### src/rtl/dob_pkg.sv
// dob_pkg: shared types and constants for the disturbance observer.
// Used by dob_mul and disturbance_observer_biquad; depends on nothing.
`default_nettype none

package dob_pkg;

	localparam int CFG_INDEX_W = 3;
	localparam int CFG_DATA_W  = 32;
	localparam int IO_W        = 32;
	// wide enough for any product shift up to 30
	localparam int SHIFT_W     = 5;

	typedef enum logic [CFG_INDEX_W-1:0] {
		CFG_ENABLE           = 3'd0,
		CFG_NOMINAL_INERTIA  = 3'd1,
		CFG_NOMINAL_FRICTION = 3'd2,
		CFG_ESTIMATE_LIMIT   = 3'd3,
		CFG_FEED_GAIN        = 3'd4,
		CFG_FEEDBACK_ONE     = 3'd5,
		CFG_FEEDBACK_TWO     = 3'd6
	} cfg_index_t;

	typedef struct packed {
		logic signed [IO_W-1:0] torque_command;
		logic signed [IO_W-1:0] joint_velocity;
		logic signed [IO_W-1:0] joint_acceleration;
	} dob_in_t;

	typedef struct packed {
		logic signed [IO_W-1:0] disturbance_estimate;
		logic                   was_clamped;
	} dob_out_t;

	typedef struct packed {
		logic               start;
		logic [SHIFT_W-1:0] shift;
	} mul_req_t;

endpackage

`default_nettype wire

### src/rtl/dob_mul.sv
// dob_mul: bit-serial signed multiplier with round half away from zero,
// right shift and saturation to DW bits. Depends on dob_pkg.
`default_nettype none

module dob_mul #(
	parameter int MW = 32,
	parameter int DW = 32
) (
	input  wire logic                   clk,
	input  wire logic                   arst_n,
	input  wire dob_pkg::mul_req_t      req,
	input  wire logic signed [MW-1:0]   a,
	input  wire logic signed [MW-1:0]   b,
	output logic                        done,
	output logic signed [DW-1:0]        product
);

	localparam int PW  = 2 * MW;
	localparam int CW  = $clog2(MW + 1);
	localparam logic [PW-1:0] LIM  = PW'(1) << (DW - 1);
	localparam logic [PW-1:0] DMAX = LIM - PW'(1);

	typedef enum logic [1:0] {M_IDLE, M_RUN, M_FIN} mstate_t;

	mstate_t                     state_q;
	logic [CW-1:0]               cnt_q;
	logic [PW-1:0]               mcand_q;
	logic [MW-1:0]               mplier_q;
	logic [PW-1:0]               acc_q;
	logic                        neg_q;
	logic [dob_pkg::SHIFT_W-1:0] shift_q;
	logic [MW-1:0]               ua, ub;
	logic [PW-1:0]               mag;
	logic [PW-1:0]               mag_sat;

	assign ua = a[MW-1] ? MW'(-a) : MW'(a);
	assign ub = b[MW-1] ? MW'(-b) : MW'(b);

	always_comb begin
		mag     = acc_q >> shift_q;
		mag_sat = (mag > LIM) ? LIM : mag;
	end

	always_ff @(posedge clk or negedge arst_n) begin
		if (!arst_n) begin
			state_q <= M_IDLE;
			done    <= 1'b0;
			cnt_q   <= '0;
		end else begin
			done <= 1'b0;
			case (state_q)
				M_IDLE: begin
					if (req.start) begin
						mcand_q  <= PW'(ua);
						mplier_q <= ub;
						// rounding half folded into the accumulator start value
						acc_q    <= PW'(1) << (req.shift - dob_pkg::SHIFT_W'(1));
						neg_q    <= a[MW-1] ^ b[MW-1];
						shift_q  <= req.shift;
						cnt_q    <= CW'(MW);
						state_q  <= M_RUN;
					end
				end
				M_RUN: begin
					if (mplier_q[0])
						acc_q <= acc_q + mcand_q;
					mcand_q  <= mcand_q << 1;
					mplier_q <= mplier_q >> 1;
					cnt_q    <= cnt_q - CW'(1);
					if (cnt_q == CW'(1))
						state_q <= M_FIN;
				end
				M_FIN: begin
					if (neg_q)
						product <= -$signed(mag_sat[DW-1:0]);
					else if (mag_sat > DMAX)
						product <= $signed(DMAX[DW-1:0]);
					else
						product <= $signed(mag_sat[DW-1:0]);
					done    <= 1'b1;
					state_q <= M_IDLE;
				end
				default: state_q <= M_IDLE;
			endcase
		end
	end

	a_done_after_fin: assert property (@(posedge clk) disable iff (!arst_n)
		done |-> $past(state_q) == M_FIN)
		else $error("multiplier done without finishing pass");

	a_start_idle_only: assert property (@(posedge clk) disable iff (!arst_n)
		(state_q == M_IDLE && req.start) |=> state_q == M_RUN)
		else $error("multiplier did not start");

	a_run_count: assert property (@(posedge clk) disable iff (!arst_n)
		state_q == M_RUN |-> cnt_q != '0)
		else $error("multiplier bit count underflow");

endmodule

`default_nettype wire

### src/rtl/disturbance_observer_biquad.sv
// Disturbance observer: model subtraction, biquad low-pass and clamp.
// Top level; instantiates dob_mul, depends on dob_pkg.
//
// One request takes 7 products on a single bit-serial multiplier of
// MW = max(DATA_WIDTH,32) bits, plus sequencing steps for accept, model
// subtraction, clamp and output. A disabled block answers with a zero
// estimate without using the multiplier and leaves the filter history
// alone. The output register lets a new request be taken while a result
// still waits. Configuration is written through cfg_wr_en / cfg_index /
// cfg_data; the user must write it only while idle, which the block itself
// does not enforce. Unknown indices are ignored.
`default_nettype none

module disturbance_observer_biquad #(
	parameter int DATA_WIDTH     = 32,
	parameter int DATA_FRAC_BITS = 16,
	parameter int COEF_FRAC_BITS = 30
) (
	input  wire logic                               clk,
	input  wire logic                               arst_n,
	input  wire logic                               cfg_wr_en,
	input  wire logic [dob_pkg::CFG_INDEX_W-1:0]    cfg_index,
	input  wire logic [dob_pkg::CFG_DATA_W-1:0]     cfg_data,
	input  wire logic                               in_valid,
	output logic                                    in_stall,
	input  wire dob_pkg::dob_in_t                   in_data,
	output logic                                    out_valid,
	input  wire logic                               out_stall,
	output dob_pkg::dob_out_t                       out_data
);

	localparam int DW = DATA_WIDTH;
	localparam int MW = (DW > 32) ? DW : 32;
	localparam int W  = MW + 1;
	localparam logic signed [W-1:0] DMAX_W = W'((64'sd1 <<< (DW - 1)) - 64'sd1);
	localparam logic signed [W-1:0] DMIN_W = -DMAX_W - W'(1);

	typedef enum logic [2:0] {S_IDLE, S_START, S_WAIT, S_RAW, S_CLAMP, S_OUT} state_t;
	typedef enum logic [2:0] {
		ST_INERTIA, ST_FRICTION, ST_B0X, ST_B1X1, ST_B2X2, ST_A1Y1, ST_A2Y2
	} step_t;

	state_t state_q;
	step_t  step_q;

	logic               enable_q;
	logic signed [31:0] inertia_q, friction_q, b0_q, a1_q, a2_q;
	logic [30:0]        limit_q;

	logic signed [DW-1:0] tc_q, vel_q, accel_q, raw_q, y_q;
	logic signed [DW-1:0] x1_q, x2_q, y1_q, y2_q;

	logic                 out_valid_q;
	dob_pkg::dob_out_t    out_data_q;
	dob_pkg::dob_out_t    result_q;

	dob_pkg::mul_req_t    mreq;
	logic signed [MW-1:0] op_a, op_b;
	logic                 mdone;
	logic signed [DW-1:0] mprod;

	logic signed [W-1:0]  y_w, lim_w, nlim_w;
	logic signed [DW-1:0] acc_next;

	function automatic logic signed [DW-1:0] sat_in(input logic signed [31:0] v);
		logic signed [W-1:0] e;
		e = W'(v);
		if (e > DMAX_W)
			return DMAX_W[DW-1:0];
		else if (e < DMIN_W)
			return DMIN_W[DW-1:0];
		else
			return e[DW-1:0];
	endfunction

	function automatic logic signed [DW-1:0] sat_sum(input logic signed [DW-1:0] x,
			input logic signed [DW-1:0] z, input logic sub);
		logic signed [DW:0] s;
		s = sub ? ((DW+1)'(x) - (DW+1)'(z)) : ((DW+1)'(x) + (DW+1)'(z));
		if (s[DW] != s[DW-1])
			return s[DW] ? DMIN_W[DW-1:0] : DMAX_W[DW-1:0];
		else
			return s[DW-1:0];
	endfunction

	// operand and shift selection for the current product
	always_comb begin
		mreq.start = (state_q == S_START);
		mreq.shift = dob_pkg::SHIFT_W'(COEF_FRAC_BITS);
		op_a       = MW'(b0_q);
		op_b       = MW'(raw_q);
		case (step_q)
			ST_INERTIA: begin
				op_a = MW'(inertia_q); op_b = MW'(accel_q);
				mreq.shift = dob_pkg::SHIFT_W'(DATA_FRAC_BITS);
			end
			ST_FRICTION: begin
				op_a = MW'(friction_q); op_b = MW'(vel_q);
				mreq.shift = dob_pkg::SHIFT_W'(DATA_FRAC_BITS);
			end
			ST_B0X: begin
				op_a = MW'(b0_q); op_b = MW'(raw_q);
			end
			ST_B1X1: begin
				// doubled b0: one fraction bit fewer
				op_a = MW'(b0_q); op_b = MW'(x1_q);
				mreq.shift = dob_pkg::SHIFT_W'(COEF_FRAC_BITS - 1);
			end
			ST_B2X2: begin
				op_a = MW'(b0_q); op_b = MW'(x2_q);
			end
			ST_A1Y1: begin
				op_a = MW'(a1_q); op_b = MW'(y1_q);
			end
			ST_A2Y2: begin
				op_a = MW'(a2_q); op_b = MW'(y2_q);
			end
			default: begin
				op_a = MW'(b0_q); op_b = MW'(raw_q);
			end
		endcase
	end

	always_comb begin
		case (step_q)
			ST_INERTIA, ST_B0X: acc_next = mprod;
			ST_A1Y1, ST_A2Y2:   acc_next = sat_sum(y_q, mprod, 1'b1);
			default:            acc_next = sat_sum(y_q, mprod, 1'b0);
		endcase
	end

	always_comb begin
		y_w    = W'(y_q);
		lim_w  = $signed(W'(limit_q));
		nlim_w = -lim_w;
	end

	dob_mul #(.MW(MW), .DW(DW)) u_mul (
		.clk     (clk),
		.arst_n  (arst_n),
		.req     (mreq),
		.a       (op_a),
		.b       (op_b),
		.done    (mdone),
		.product (mprod)
	);

	// configuration registers
	always_ff @(posedge clk or negedge arst_n) begin
		if (!arst_n) begin
			enable_q   <= 1'b0;
			inertia_q  <= '0;
			friction_q <= '0;
			limit_q    <= '0;
			b0_q       <= '0;
			a1_q       <= '0;
			a2_q       <= '0;
		end else if (cfg_wr_en) begin
			case (dob_pkg::cfg_index_t'(cfg_index))
				dob_pkg::CFG_ENABLE:           enable_q   <= cfg_data[0];
				dob_pkg::CFG_NOMINAL_INERTIA:  inertia_q  <= $signed(cfg_data);
				dob_pkg::CFG_NOMINAL_FRICTION: friction_q <= $signed(cfg_data);
				dob_pkg::CFG_ESTIMATE_LIMIT:   limit_q    <= cfg_data[30:0];
				dob_pkg::CFG_FEED_GAIN:        b0_q       <= $signed(cfg_data);
				dob_pkg::CFG_FEEDBACK_ONE:     a1_q       <= $signed(cfg_data);
				dob_pkg::CFG_FEEDBACK_TWO:     a2_q       <= $signed(cfg_data);
				default: ;
			endcase
		end
	end

	// sequencer, filter history and output register
	always_ff @(posedge clk or negedge arst_n) begin
		if (!arst_n) begin
			state_q     <= S_IDLE;
			step_q      <= ST_INERTIA;
			out_valid_q <= 1'b0;
			x1_q        <= '0;
			x2_q        <= '0;
			y1_q        <= '0;
			y2_q        <= '0;
		end else begin
			if (out_valid_q && !out_stall && state_q != S_OUT)
				out_valid_q <= 1'b0;
			case (state_q)
				S_IDLE: begin
					if (in_valid) begin
						tc_q    <= sat_in(in_data.torque_command);
						vel_q   <= sat_in(in_data.joint_velocity);
						accel_q <= sat_in(in_data.joint_acceleration);
						step_q  <= ST_INERTIA;
						if (enable_q) begin
							state_q <= S_START;
						end else begin
							result_q <= '0;
							state_q  <= S_OUT;
						end
					end
				end
				S_START: state_q <= S_WAIT;
				S_WAIT: begin
					if (mdone) begin
						y_q <= acc_next;
						case (step_q)
							ST_FRICTION: state_q <= S_RAW;
							ST_A2Y2:     state_q <= S_CLAMP;
							default:     state_q <= S_START;
						endcase
						if (step_q != ST_FRICTION && step_q != ST_A2Y2)
							step_q <= step_t'(step_q + 3'd1);
					end
				end
				S_RAW: begin
					raw_q   <= sat_sum(tc_q, y_q, 1'b1);
					step_q  <= ST_B0X;
					state_q <= S_START;
				end
				S_CLAMP: begin
					x2_q <= x1_q;
					x1_q <= raw_q;
					y2_q <= y1_q;
					y1_q <= y_q;
					if (y_w > lim_w) begin
						result_q.disturbance_estimate <= lim_w[31:0];
						result_q.was_clamped          <= 1'b1;
					end else if (y_w < nlim_w) begin
						result_q.disturbance_estimate <= nlim_w[31:0];
						result_q.was_clamped          <= 1'b1;
					end else begin
						result_q.disturbance_estimate <= y_w[31:0];
						result_q.was_clamped          <= 1'b0;
					end
					state_q <= S_OUT;
				end
				S_OUT: begin
					if (!out_valid_q || !out_stall) begin
						out_data_q  <= result_q;
						out_valid_q <= 1'b1;
						state_q     <= S_IDLE;
					end
				end
				default: state_q <= S_IDLE;
			endcase
		end
	end

	assign in_stall  = (state_q != S_IDLE);
	assign out_valid = out_valid_q;
	assign out_data  = out_data_q;

	a_busy_after_request: assert property (@(posedge clk) disable iff (!arst_n)
		(in_valid && !in_stall) |=> in_stall)
		else $error("request accepted but block not busy");

	a_done_while_waiting: assert property (@(posedge clk) disable iff (!arst_n)
		mdone |-> state_q == S_WAIT)
		else $error("product returned outside wait state");

	a_clamp_at_limit: assert property (@(posedge clk) disable iff (!arst_n)
		(out_valid && out_data.was_clamped) |->
		(out_data.disturbance_estimate == {1'b0, limit_q} ||
		 out_data.disturbance_estimate == -{1'b0, limit_q}))
		else $error("clamped estimate differs from limit");

endmodule

`default_nettype wire

### config.mk
export PLATFORM = sky130hd
export DESIGN_NAME = disturbance_observer_biquad
export DESIGN_NICKNAME = d
export VERILOG_FILES = /design/src/rtl/dob_pkg.sv /design/src/rtl/dob_mul.sv /design/src/rtl/disturbance_observer_biquad.sv
export SDC_FILE = /design/constraint.sdc
export NUM_CORES = 2
export LEC_CHECK = 0
export BUFFER_PORTS_ARGS = -buffer_cell sky130_fd_sc_hd__buf_2
export CORE_UTILIZATION = 45
export DETAILED_ROUTE_END_ITERATION = 8
export GPL_ROUTABILITY_DRIVEN = 1
export PLACE_DENSITY = 0.75
export SYNTH_ARGS = -nofsm -noshare
export SYNTH_HDL_FRONTEND = slang
export SYNTH_HIERARCHICAL = 1
export SYNTH_SLANG_ARGS = --single-unit
### constraint.sdc
create_clock -name clk -period 8.2 [get_ports clk]
set_input_delay 1.64 -clock clk [delete_from_list [all_inputs] [get_ports clk]]
set_output_delay 1.64 -clock clk [all_outputs]
set_load 0.005 [all_outputs]
Yosys cells after proc, flatten, opt, wreduce, memory -nomap -nowiden
Index checks and enable logic that the tools add are counted.

word-level totals
  input port bits = 136
  word-level logic and storage cells = 176
  flip-flop bits (word level) = 760
  output and inout bits = 35

cells by class
  muxes and demuxes = 49
  reduce and logical (&&, ||, !) cells = 37
  add/sub/neg operators = 11
  shift-type cells = 2
  bitwise logic cells = 1
  order comparisons = 10
  eq/ne operators = 34

operators by type and width
  operator                                                                           number
  32-bit two-way mux                                                                 14
  64-bit two-way mux                                                                 4
  64-bit case mux with 2 select lines                                                2
  32-bit case mux with 6 select lines                                                1
  33-bit two-way mux                                                                 4
  32-bit case mux with 2 select lines                                                2
  32-bit case mux with 4 select lines                                                1
  32-bit greater-than comparator, second input constant                              3
  32-bit < comparator, second input constant                                         3
  32-bit negation                                                                    3
  33-bit case mux with 2 select lines                                                1
  32-bit by 32-bit subtractor with 33-bit output                                     2
  64-bit adder                                                                       1
  64-bit by 31-bit greater-than comparator with 1-bit output, second input constant  1
  64-bit by 32-bit greater-than comparator with 1-bit output, second input constant  1
  1-bit by 5-bit left shift with 64-bit output, first input constant                 1
  64-bit by 5-bit >> shifter with 64-bit output                                      1
  32-bit by 32-bit adder with 33-bit output                                          1
  32-bit by 33-bit < comparator with 1-bit output                                    1
  31-bit negation with 33-bit output                                                 1
  32-bit greater-than comparator                                                     1
  3-bit == test, second input constant                                               8
  2-bit AND reduction                                                                11
  3-bit two-way mux                                                                  7
  33 further kinds                                                                   69

Logic depth before layout (Yosys ltp)
  depth in word-level cells = 7
  depth in mapped cells = 27
  mapped depth without buffers = 19

Cells and area by module
The synthesis kept the hierarchy.

by module, submodules not included
  module                       area an instance (µm²)  seq. area each (µm²)  cells an instance  times used
  disturbance_observer_biquad  31441.4                 14969.4               3117               1
  dob_mul                      19107.1                 6170.9                2077               1

Worst setup path before layout
OpenSTA, ideal clock, no wires.

  kind = input-to-reg
  start point = in arst_n
  end point = reg u_mul.acc_q[0] (enable)
  buffers on the path = 0
  stages on the path = 2
  arrival = 8.701 ns
  path slack = -1.085 ns
  path through = and2_1 -> a21boi_0

on the way
  word-level cells in the longest chain between the ends = 1

RTL lines
  item                                  line                               RTL
  from (decl)                           disturbance_observer_biquad.sv:20  input wire logic arst_n,
  4-bit AND reduction (no source line)  n/a
  to (signal assigned)                  dob_mul.sv:57                      acc_q <= PW'(1) << (req.shift - dob_pkg::SHIFT_W'(1));
  to (signal assigned)                  dob_mul.sv:66                      acc_q <= acc_q + mcand_q;
  to (decl)                             dob_mul.sv:29                      logic [PW-1:0] acc_q;

Every way passes these cells.
A chain may end at the register's enable or synchronous reset.

Worst setup path after layout
  start point = reg u_mul/shift_q[1] (netlist bit)
  end point = reg u_mul.product[24] (data pin)

on the way
  word-level cells in the longest chain between the ends = 6

RTL lines
  item                                                        line           RTL
  from (decl)                                                 dob_mul.sv:31  logic [dob_pkg::SHIFT_W-1:0] shift_q;
  from (signal assigned)                                      dob_mul.sv:59  shift_q <= req.shift;
  64-bit by 5-bit >> shifter with 64-bit output *             dob_mul.sv:40  mag = acc_q >> shift_q;
  64-bit by 32-bit greater-than comparator with 1-bit output  dob_mul.sv:41  mag_sat = (mag > LIM) ? LIM : mag;
  64-bit two-way mux *                                        dob_mul.sv:41
  64-bit by 31-bit greater-than comparator with 1-bit output  dob_mul.sv:76  else if (mag_sat > DMAX)
  32-bit two-way mux                                          dob_mul.sv:76
  32-bit two-way mux *                                        dob_mul.sv:74  if (neg_q)
  to (signal assigned)                                        dob_mul.sv:75  product <= -$signed(mag_sat[DW-1:0]);
  to (signal assigned)                                        dob_mul.sv:77  product <= $signed(DMAX[DW-1:0]);
  to (signal assigned)                                        dob_mul.sv:79  product <= $signed(mag_sat[DW-1:0]);
  to (decl)                                                   dob_mul.sv:15  output logic signed [DW-1:0] product

Mark *: on every way between the ends. The rest lies on a longest branch, timed or not.

==> reports/metrics.csv <==
stage,metric,value,unit
cts,post-cts resize count,0,
pwr,P_leak,0.0227,uW
pwr,Net Switching,2310,uW
timing,slew margin rel.,0.285,
flow_run,Max Cap Viol,0,
cts,Num Clock Sinks,760,
pwr,combinational group share of total power,0.092,
global_route,number of global-route vias before repair,39633,
worst_setup_path,CP Max Fanout,20,
timing,Final Cycle Share,0.806,
worst_setup_path,Crit. End Element,register,
placement,dpl hpwl,122000,um
synthesis,Mapped Cells,5194,
timing,Worst Max-Slew Pin Slew,1070,ps
timing,min Tclk post-route,6610,ps
worst_setup_path,Critical Path AT,7090,ps
pwr,power per cell area,164,mW/mm2
layout,area growth from synthesis to final layout,9.00,%
timing,# setup viols final,0,
min_path,min-delay src,result_q[15]$_SDFFCE_PN0P_,
floorplan,Core Footprint,0.111,mm2
synthesis,Unique masters post-synth,111,
routing,number of DRC markers in iteration 0,5432,
synthesis,Post-synth EDFFs,424,
floorplan,Die Wd,337,um
worst_setup_path,"setup slack, reg-to-reg",1590,ps
floorplan,Die Ht,337,um
floorplan,Initial Util,0.455,
cts,Max H-tree Level,3,
worst_setup_path,CP required,8680,ps
worst_setup_path,R2R Path Start,u_mul/shift_q[1]$_DFFE_PP_,
pwr,Clock Power Share,0.417,
min_path,worst hold path type,reg2reg,
timing,"Hold Vio Cnt, Final",0,
timing,unrepaired setup endpoints after global routing,no,
routing,DRT Pass-1 Iters,9,
timing,TNS Setup,0,ps
synthesis,synth warn,6,
routing,drt total wl,168000,um
synthesis,synthesized area,0.0505,mm2
global_route,global-route wire length before repair,250000,um
cts,hold buffer count at CTS,0,
floorplan,die area,0.114,mm2
timing,clk_skew,56.5,ps
cts,CTS max path bufs,3,
layout,"Core Util, Final",0.496,
global_route,total congestion overflow,0,
layout,Final Net Count,5506,
pwr,VDD IR-drop max,148,uV
timing,worst hold slack,377,ps
floorplan,IO Pins,171,
worst_setup_path,r2r worst-path depth,18,
placement,port bufs,170,
layout,# fillers,9971,
cts,Worst-path clk slew,60,ps
global_route,all-layer global routing usage,0.290,
routing,Via density,6.35,
min_path,cell count of the worst hold path,0,
global_route,largest net degree at the start of global routing,132,
min_path,Hold Crit Endpoint,out_data[15]$_DFFE_PP_,
cts,CTS buffer count,82,
cts,worst skew pair latency,710,ps
cts,Clock Root Buffer,clkbuf_16,
pwr,Flop pwr share,0.492,
synthesis,synthesis-stage register bit count,760,
synthesis,syn_area_per_cell,9.73,um2
synthesis,Async SR Flop Fraction,0.442,
floorplan,FP Rows,122,
pwr,sw frac,0.257,
cts,post-CTS setup buffers,0,
placement,RD Place Congestion,1.06,
synthesis,Post-synth top flop,edfxtp_1,
routing,Vias,42543,
layout,layout cell share with drive strength beyond 1,0.154,
timing,final slew viol count,0,
worst_setup_path,Reg-to-Reg End,u_mul/product[24]$_DFFE_PP_,
worst_setup_path,WS Path Type,reg2reg,
worst_setup_path,CP startpoint kind,register,
timing,Max Fclk,151,MHz
global_route,initial antenna violation count,12,
synthesis,register area share after synthesis,0.418,
routing,DR DRC count,0,
outcome,status,"complete, no violations",
cts,CTS tree,yes,
pwr,Internal Power,6700,uW
routing,antenna-violating nets left,0,
routing,routed len/inst,25.1,um
==> stage by stage <==
step / total power, uW / setup slack [ps] / std cells / instance area, um2
2_1_floorplan: 5010 / 461 / 5200 / 50600
3_3_place_gp: 5260 / 1970 / 6533 / 52300
3_5_place_dp: 5310 / 1810 / 6533 / 52300
4_1_cts: 9050 / 1760 / 6687 / 55100
5_1_grt: 9310 / 1340 / 6694 / 55100
6_report: 9010 / 1590 / 6696 / 55100
==> layout by cell type (no fill, tap or decap), types with 99 or more instances in the layout <==
master	Yosys	layout
inv_1	180	180
o21ai_0	286	286
buf_2	37	169
nand3_1	112	112
a21oi_1	254	253
nor2_1	314	308
mux2_2	284	284
xnor2_1	121	121
mux2i_1	106	106
xor2_1	99	99
edfxtp_1	424	424
nand2_1	710	708
ha_1	237	236
dfrtp_1	336	335
==> kinds of logic (layout without fill, tap and decap cells) <==
group	Yosys count	after routing	share of synthesized area
adder cells (fa/ha/maj)	249	249	0.0618
other	1	16	0.0000742
AND/OR/NAND/NOR	1632	1632	0.150
flip-flops	760	760	0.418
buffers and inverters	577	576	0.0461
multiplexers	456	456	0.113
XOR/XNOR	221	221	0.0384
AO/OA/AOI/OAI	1298	1298	0.173
==> per-layer routing <==
metal,up-vias,GRT usage,wire length (um)
met4,4,0.159,10100
met2,2363,0.421,70800
met3,403,0.0707,18900
met1,20784,0.397,68200
met5,-,0,61
li1,18989,-,-
==> cell usage after synthesis (37+ instances only) <==
| cell | instances | area share |
|---|---|---|
| or3_1 | 44 | 0.0054 |
| o211ai_1 | 51 | 0.0076 |
| dfrtp_1 | 336 | 0.17 |
| nand2b_1 | 55 | 0.0068 |
| mux2i_1 | 106 | 0.021 |
| a31oi_1 | 65 | 0.0080 |
| ha_1 | 237 | 0.059 |
| inv_1 | 180 | 0.013 |
| xor2_1 | 99 | 0.017 |
| mux2_2 | 284 | 0.063 |
| o21ai_0 | 286 | 0.028 |
| buf_2 | 37 | 0.0037 |
| nor2b_1 | 50 | 0.0062 |
| a22oi_1 | 90 | 0.013 |
| mux4_2 | 61 | 0.027 |
| clkbuf_1 | 301 | 0.022 |
| nor2_1 | 314 | 0.023 |
| o22ai_1 | 48 | 0.0059 |
| a21o_1 | 92 | 0.014 |
| and2_1 | 53 | 0.0066 |
| a21oi_1 | 254 | 0.025 |
| a211oi_1 | 50 | 0.0074 |
| nand4_1 | 45 | 0.0056 |
| nand2_1 | 710 | 0.053 |
| o31ai_1 | 42 | 0.0062 |
| nand3_1 | 112 | 0.011 |
| nor3_1 | 87 | 0.0086 |
| edfxtp_1 | 424 | 0.25 |
| xnor2_1 | 121 | 0.021 |
==> power by group through the flow <==
stage                     combinational, uW  clock (uW)  sequential (uW)
final                                   827        3760             4430
after global routing                    908        3950             4450
after CTS                               820        3810             4420
after detailed placement                814           0             4500
after global placement                  778           0             4480
after floorplan                         603           0             4410
==> how the worst max path moves through the flow <==
| stage | from | to | slack [ps] | depth (start not counted) |
|---|---|---|---|---|
| final | u_mul/shift_q[1]$_DFFE_PP_ | u_mul/product[24]$_DFFE_PP_ | 1590 | 18 |
| after global routing | u_mul/shift_q[1]$_DFFE_PP_ | u_mul/product[24]$_DFFE_PP_ | 1340 | 19 |
| after CTS | u_mul/shift_q[1]$_DFFE_PP_ | u_mul/product[24]$_DFFE_PP_ | 1760 | 18 |
| after detailed placement | u_mul/shift_q[1]$_DFFE_PP_ | u_mul/product[24]$_DFFE_PP_ | 1810 | 18 |
| after global placement | u_mul/shift_q[1]$_DFFE_PP_ | u_mul/product[24]$_DFFE_PP_ | 1970 | 18 |
| after floorplan | arst_n | u_mul/acc_q[0]$_DFFE_PP_ | 460 | 2 |
==> flip-flops by register name, indices dropped and copies added, names as in the netlist, 33 cells and up <==
signal and count:
u_mul/acc_q 64, u_mul/mcand_q 64, out_data 33, result_q 33
==> cell type report <==
cell class                 instances  area [um2]  share of cell area
multi-input combinational       3863       27200               0.495
sequential                       760       21100               0.384
clock buffer                     111        2250              0.0409
tap                             1488        1860              0.0338
timing repair buffer             236        1390              0.0253
inverter                         186         698              0.0127
clock inverter                    43         478             0.00867
antenna                            9        22.5            0.000409
==> worst max-delay path, cell delays in order, from the launching register on <==
cell and delay, ps:
edfxtp_1 1060, buf_4 370, mux2_2 390, mux2i_1 440, o2111ai_1 190, a211oi_2 580
nand4_1 280, or4_1 550, or4_1 440, a211o_1 340, or2_2 310, ha_1 260
nand3_1 180, nor2_1 100, nand3b_1 300, nor3_1 130, nand2_1 110, o21ai_0 80
o32ai_1 310
Power figures use the tool's default switching activity.
